--- config.mk ---
export PLATFORM = sky130hd
export DESIGN_NAME = phc_divider
export DESIGN_NICKNAME = d
export VERILOG_FILES = /design/src/phc_pkg.sv /design/src/phc_divider.sv
export SDC_FILE = /design/constraint.sdc
export NUM_CORES = 1
export LEC_CHECK = 0
export ABC_CLOCK_PERIOD_IN_PS = 3500
export BUFFER_PORTS_ARGS = -buffer_cell sky130_fd_sc_hd__buf_2
export CAP_MARGIN = 20
export CORE_MARGIN = 2
export CORE_UTILIZATION = 55
export DETAILED_ROUTE_END_ITERATION = 7
export PLACE_DENSITY = 0.78
export SETUP_SLACK_MARGIN = 0.02
export SKIP_LAST_GASP = 1
export SLEW_MARGIN = 40
export SYNTH_ARGS = -nofsm -noshare
export SYNTH_HDL_FRONTEND = slang
export SYNTH_SLANG_ARGS = --single-unit
--- constraint.sdc ---
create_clock -name clock -period 3.5 [get_ports clock]
set_clock_uncertainty 0.15 [all_clocks]
set_input_delay 0.7 -clock clock [delete_from_list [all_inputs] [get_ports clock]]
set_output_delay 0.7 -clock clock [all_outputs]
set_load 0.03 [all_outputs]
--- src/phc_pkg.sv ---
// Shared types, constants and the control program of the PID heater controller.
// Used by phc_divider and pid_heater_controller_core; depends on nothing.
package phc_pkg;

   // Datapath widths.
   localparam int unsigned ERR_W   = 17;  // target - measured, Q.4
   localparam int unsigned SUM_W   = 18;  // sum or difference of two errors
   localparam int unsigned DT_W    = 23;  // whole seconds from a 32-bit tick gap
   localparam int unsigned INTEG_W = 32;
   localparam int unsigned GAIN_W  = 24;
   localparam int unsigned LIM_W   = 31;
   localparam int unsigned MUL_A_W = 33;
   localparam int unsigned MUL_B_W = 25;
   localparam int unsigned ACC_W   = MUL_A_W + MUL_B_W;
   localparam int unsigned DIVD_W  = 42;  // dividend (quotient) width of the divider
   localparam int unsigned DIVS_W  = DT_W;
   localparam int unsigned STEP_W  = 4;
   localparam int unsigned IDX_W   = 3;
   localparam int unsigned CSR_W   = 31;
   localparam int unsigned ON_W    = 10;
   localparam int unsigned FRAC_W  = 12;  // fraction bits of the drive sum

   // Whole seconds of a 32-bit tick gap: floor(gap / 1000) equals
   // (gap * TICK_RECIP) >> TICK_SHIFT for every gap value.
   localparam int unsigned RECIP_W     = 29;
   localparam int unsigned TICK_PROD_W = 32 + RECIP_W;
   localparam int unsigned TICK_SHIFT  = 38;
   localparam logic [RECIP_W-1:0] TICK_RECIP = 29'd274877907;

   localparam logic [ACC_W-1:0]  DRIVE_MAX_Q12 = ACC_W'(1000) << FRAC_W;
   localparam logic [ON_W-1:0]   ON_TIME_MAX   = ON_W'(1000);

   // Register indexes of the configuration port.
   localparam logic [IDX_W-1:0] REG_KP     = 3'd0;
   localparam logic [IDX_W-1:0] REG_KI     = 3'd1;
   localparam logic [IDX_W-1:0] REG_KD     = 3'd2;
   localparam logic [IDX_W-1:0] REG_TARGET = 3'd3;
   localparam logic [IDX_W-1:0] REG_LIMIT  = 3'd4;

   // Codes of drive_clamped.
   localparam logic [1:0] CLAMP_NONE = 2'd0;
   localparam logic [1:0] CLAMP_LOW  = 2'd1;
   localparam logic [1:0] CLAMP_HIGH = 2'd2;

   typedef enum logic [3:0] {
      OP_NOP,
      OP_CAPTURE,
      OP_TICK_SCALE,
      OP_INTEG,
      OP_CLAMP,
      OP_ACC_LOAD,
      OP_ACC_ADD,
      OP_DIV_DERIV,
      OP_ACC_QUOT,
      OP_FINISH
   } op_type;

   typedef enum logic [1:0] {
      MSEL_TRAP,
      MSEL_KP,
      MSEL_KI,
      MSEL_KD
   } msel_type;

   typedef enum logic [2:0] {
      COND_NEVER,
      COND_ALWAYS,
      COND_NO_REQ,
      COND_DIV_BUSY,
      COND_NO_DERIV,
      COND_OUT_FULL
   } cond_type;

   typedef struct packed {
      op_type              op;
      logic                mul_en;
      msel_type            msel;
      cond_type            cond;
      logic [STEP_W-1:0]   target;
   } uword_type;

   // The control program. A step whose condition holds jumps to its target,
   // otherwise the next step follows.
   function automatic uword_type ucode(input logic [STEP_W-1:0] step);
      uword_type w;
      w = '{op: OP_NOP, mul_en: 1'b0, msel: MSEL_TRAP, cond: COND_NEVER, target: '0};
      unique case (step)
         4'd0: begin
            w.op = OP_CAPTURE;  w.cond = COND_NO_REQ;  w.target = 4'd0;
         end
         4'd1: w.op = OP_TICK_SCALE;
         4'd2: begin
            w.mul_en = 1'b1;  w.msel = MSEL_TRAP;
         end
         4'd3: w.op = OP_INTEG;
         4'd4: w.op = OP_CLAMP;
         4'd5: begin
            w.mul_en = 1'b1;  w.msel = MSEL_KP;
         end
         4'd6: begin
            w.op = OP_ACC_LOAD;  w.mul_en = 1'b1;  w.msel = MSEL_KI;
         end
         4'd7: begin
            w.op = OP_ACC_ADD;  w.cond = COND_NO_DERIV;  w.target = 4'd12;
         end
         4'd8: begin
            w.mul_en = 1'b1;  w.msel = MSEL_KD;
         end
         4'd9: w.op = OP_DIV_DERIV;
         4'd10: begin
            w.cond = COND_DIV_BUSY;  w.target = 4'd10;
         end
         4'd11: w.op = OP_ACC_QUOT;
         4'd12: begin
            w.op = OP_FINISH;  w.cond = COND_OUT_FULL;  w.target = 4'd12;
         end
         4'd13: begin
            w.cond = COND_ALWAYS;  w.target = 4'd0;
         end
         default: w.op = OP_NOP;
      endcase
      return w;
   endfunction

endpackage

--- src/phc_divider.sv ---
// Restoring unsigned divider, one quotient bit per cycle.
// Depends on phc_pkg for its operand widths.
module phc_divider (
   input  logic                       clock,
   input  logic                       reset,
   input  logic                       start,
   input  logic [phc_pkg::DIVD_W-1:0] dividend,
   input  logic [phc_pkg::DIVS_W-1:0] divisor,
   output logic                       busy,
   output logic [phc_pkg::DIVD_W-1:0] quotient
);

   localparam int unsigned CNT_W = $clog2(phc_pkg::DIVD_W + 1);

   logic [phc_pkg::DIVS_W-1:0] rem_ff, rem_in;
   logic [phc_pkg::DIVD_W-1:0] quo_ff, quo_in;
   logic [phc_pkg::DIVS_W-1:0] dvs_ff, dvs_in;
   logic [CNT_W-1:0]           cnt_ff, cnt_in;
   logic                       busy_ff, busy_in;
   logic [phc_pkg::DIVS_W:0]   rem_sh;
   logic [phc_pkg::DIVS_W:0]   rem_sub;
   logic                       fits;

   always_comb begin
      rem_sh  = {rem_ff, quo_ff[phc_pkg::DIVD_W-1]};
      rem_sub = rem_sh - {1'b0, dvs_ff};
      fits    = (rem_sh >= {1'b0, dvs_ff});
      rem_in  = rem_ff;
      quo_in  = quo_ff;
      dvs_in  = dvs_ff;
      cnt_in  = cnt_ff;
      busy_in = busy_ff;
      if (start) begin
         rem_in  = '0;
         quo_in  = dividend;
         dvs_in  = divisor;
         cnt_in  = CNT_W'(phc_pkg::DIVD_W);
         busy_in = 1'b1;
      end else if (busy_ff) begin
         rem_in = fits ? rem_sub[phc_pkg::DIVS_W-1:0] : rem_sh[phc_pkg::DIVS_W-1:0];
         quo_in = {quo_ff[phc_pkg::DIVD_W-2:0], fits};
         cnt_in = cnt_ff - CNT_W'(1);
         if (cnt_ff == CNT_W'(1)) begin
            busy_in = 1'b0;
         end
      end
   end

   always_ff @(posedge clock) begin
      if (reset) begin
         busy_ff <= 1'b0;
         cnt_ff  <= '0;
      end else begin
         busy_ff <= busy_in;
         cnt_ff  <= cnt_in;
      end
      rem_ff <= rem_in;
      quo_ff <= quo_in;
      dvs_ff <= dvs_in;
   end

   assign busy     = busy_ff;
   assign quotient = quo_ff;

endmodule

==> out/metrics.csv <==
metric,value,unit
wirelength,11740,um
p_leak,2.683,nW
track_usage,22.77,%
drv_slew,0,
die_area,0.01069,mm2
yosys_warnings,0,
clockBufferDepth,2,
postCtsHoldBufs,0,
fmax,335.7,MHz
num_antenna_cells,0,
drc_errors,0,
cpPeakStageDelay,400,ps
synth_cell_types,67,
power_frac_seq,48.3,%
gp_congestion,0.8945,
ys_ff_latch,95,
start_util,56.12,%
setup_tns,0,ps
ir_drop,0.2929,mV
outcome,"finished, final reports clean",
worstSetupPathType,reg2reg,
ctsResizeCount,0,
synth_cells,508,
ctsRootBufferMaster,clkbuf_8,
worstPathArrival,3110,ps
synthFlopType,edfxtp_1,
htreeDepth,3,
crit_path_start_kind,register,
setup_slack,520.8,ps
grt_max_degree,64,
post-route-period-util,85.12,%
clkLatencyLatePin,360,ps
die_x,103.4,um
cts_setup_buffers,0,
cts_tree,done,
switchingPower,0.8978,mW
fin_crit,2979,ps
final_cell_mix,"buf_2 (109), edfxtp_1 (65), mux2_2 (42)",
worstPathRequired,3630,ps
vias_per_cell,5.600,
ant_nets,0,
first_global_vias,4082,
drt-initial-drc-count,164,
dp_slack,518.3,ps
crit_path_end_kind,register,
r2r_slack,520,ps
area_delta_synth_final,15.77,%
cts_buffers,9,
ys_seq_area_share,46.96,%
fin_area,0.006292,mm2
path_clk_slew,100,ps
p_int,1.940,mW
finalSetupViolations,0,
powerDensity,450.9,mW/mm2
antenna_found_initial,0,
drive_gt1_share,30.78,%
drt_pass1_iterations,4,
num_vias,4183,
drv_cap,0,
hp-class,reg2reg,
fin_nets,703,
die_y,103.4,um
hold_viol,0,
pwr-share-comb,25.2,%
worst_pin_slew,718.1,ps
path_cells,inv_1 > ha_1 > fa_1 > nand2b_1 > a211oi_2 > o31ai_1 > nand4_2 > nand2_2 > buf_4 > or3b_1 > a311oi_2,
io_pins,111,
wire_per_inst,15.71,um
synth-edff-count,65,
async_reset_ff_share,0,%
avgSynthCellArea,10.70,um2
rows,36,
crit_slowest_cell,fa_1,
critPathTopFamily,simple AND/OR/NAND/NOR gates,
swShare,31.64,%
path_buf_inv,2,
final_common_cell,buf_2,
path_max_fanout,15,
synth_nets,602,
grt_pass1_wl,19000,um
slew_headroom,52.06,%
dp_hpwl,8557,um
place_area,0.006090,mm2
overflow,0,
fillers,772,
rsz0062_at_grt,false,
power_frac_clock,26.5,%
cts.sinks,95,
synth_area,0.005435,mm2
portBuffers,110,
core_area,0.009684,mm2
metal layers:
layer,vias to the layer above,GRT usage (%),routed length (um)
met2,108,38.06,5755
met5,-,0,0
met4,0,7.591,208
li1,2081,-,-
met1,1978,28.94,5066
met3,16,5.780,705
stage by stage:
stage / instances / utilization (%) / power [mW] / hold WS [ps]
after global placement: 731 / 62.88 / 2.084 / 334.8
after global routing: 747 / 64.97 / 2.977 / 336.7
after floorplan: 508 / - / 1.912 / 317.3
after CTS: 747 / 64.97 / 2.851 / 340.9
final: 747 / 64.97 / 2.837 / 355.7
after detailed placement: 731 / 62.88 / 2.105 / 346.9
cell usage after synthesis (12+ instances only):
cell      count  area share (%)
nor2_1       38             2.6
edfxtp_1     65              36
inv_1        32             2.2
nand2_1      27             1.9
dfxtp_1      30              11
nor3_1       16             1.5
clkbuf_1     12            0.83
o21ai_0      12             1.1
a211oi_1     13             1.8
ha_1         25             5.8
mux2_2       42             8.7
a21oi_1      27             2.5
mux2i_1      12             2.2
cell families (layout without fill, tap and decap cells):
group	Yosys count	in the layout	synth area share [%]
AO/OA/AOI/OAI	112	112	14.64
XOR/XNOR	15	15	2.417
multiplexers	55	55	11.12
adder cells (fa/ha/maj)	26	26	6.123
AND/OR/NAND/NOR	145	145	14.07
flip-flops	95	95	46.96
buffers and inverters	60	166	4.673
flip-flops by register name, indices dropped and copies added, names as in the netlist:
signal and cells:
rem_ff 23, dvs_ff 23, quotient 42, busy 1, cnt_ff 6
path summary, 6_finish.rpt:
check / depth (start not counted) / to / start
hold / removal: 2 / rem_ff[12] / rem_ff[11]
setup reg to reg: 11 / rem_ff[14] / quotient[41]
setup / recovery: 11 / rem_ff[14] / quotient[41]
hold reg to reg: 2 / rem_ff[12] / rem_ff[11]
layout make-up:
class                           count  area (um2)  share of cell area, %
Clock buffer                        9       123.9                  1.969
Tap cell                          133       166.4                  2.645
Clock inverter                      7       78.83                  1.253
Timing Repair Buffer              117       618.1                  9.823
Sequential cell                    95        2552                  40.56
Inverter                           33       123.9                  1.969
Multi-Input combinational cell    353        2629                  41.78
power by group through the flow:
stage / clock (mW) / combinational [mW] / sequential [mW]
3_3_place_gp: 0 / 0.693 / 1.39
4_1_cts: 0.765 / 0.714 / 1.37
6_report: 0.752 / 0.714 / 1.37
3_5_place_dp: 0 / 0.711 / 1.39
2_1_floorplan: 0 / 0.426 / 1.49
5_1_grt: 0.808 / 0.785 / 1.38
tightest hold or removal path, delay by kind of cell, from the launching register on:
family / cells / cell delay (ps)
and+or+nand+nor: 1 / 60
DFF: 1 / 340
AOI/OAI and AO/OA: 1 / 70
Note: power is estimated with default switching activity, not from simulation.
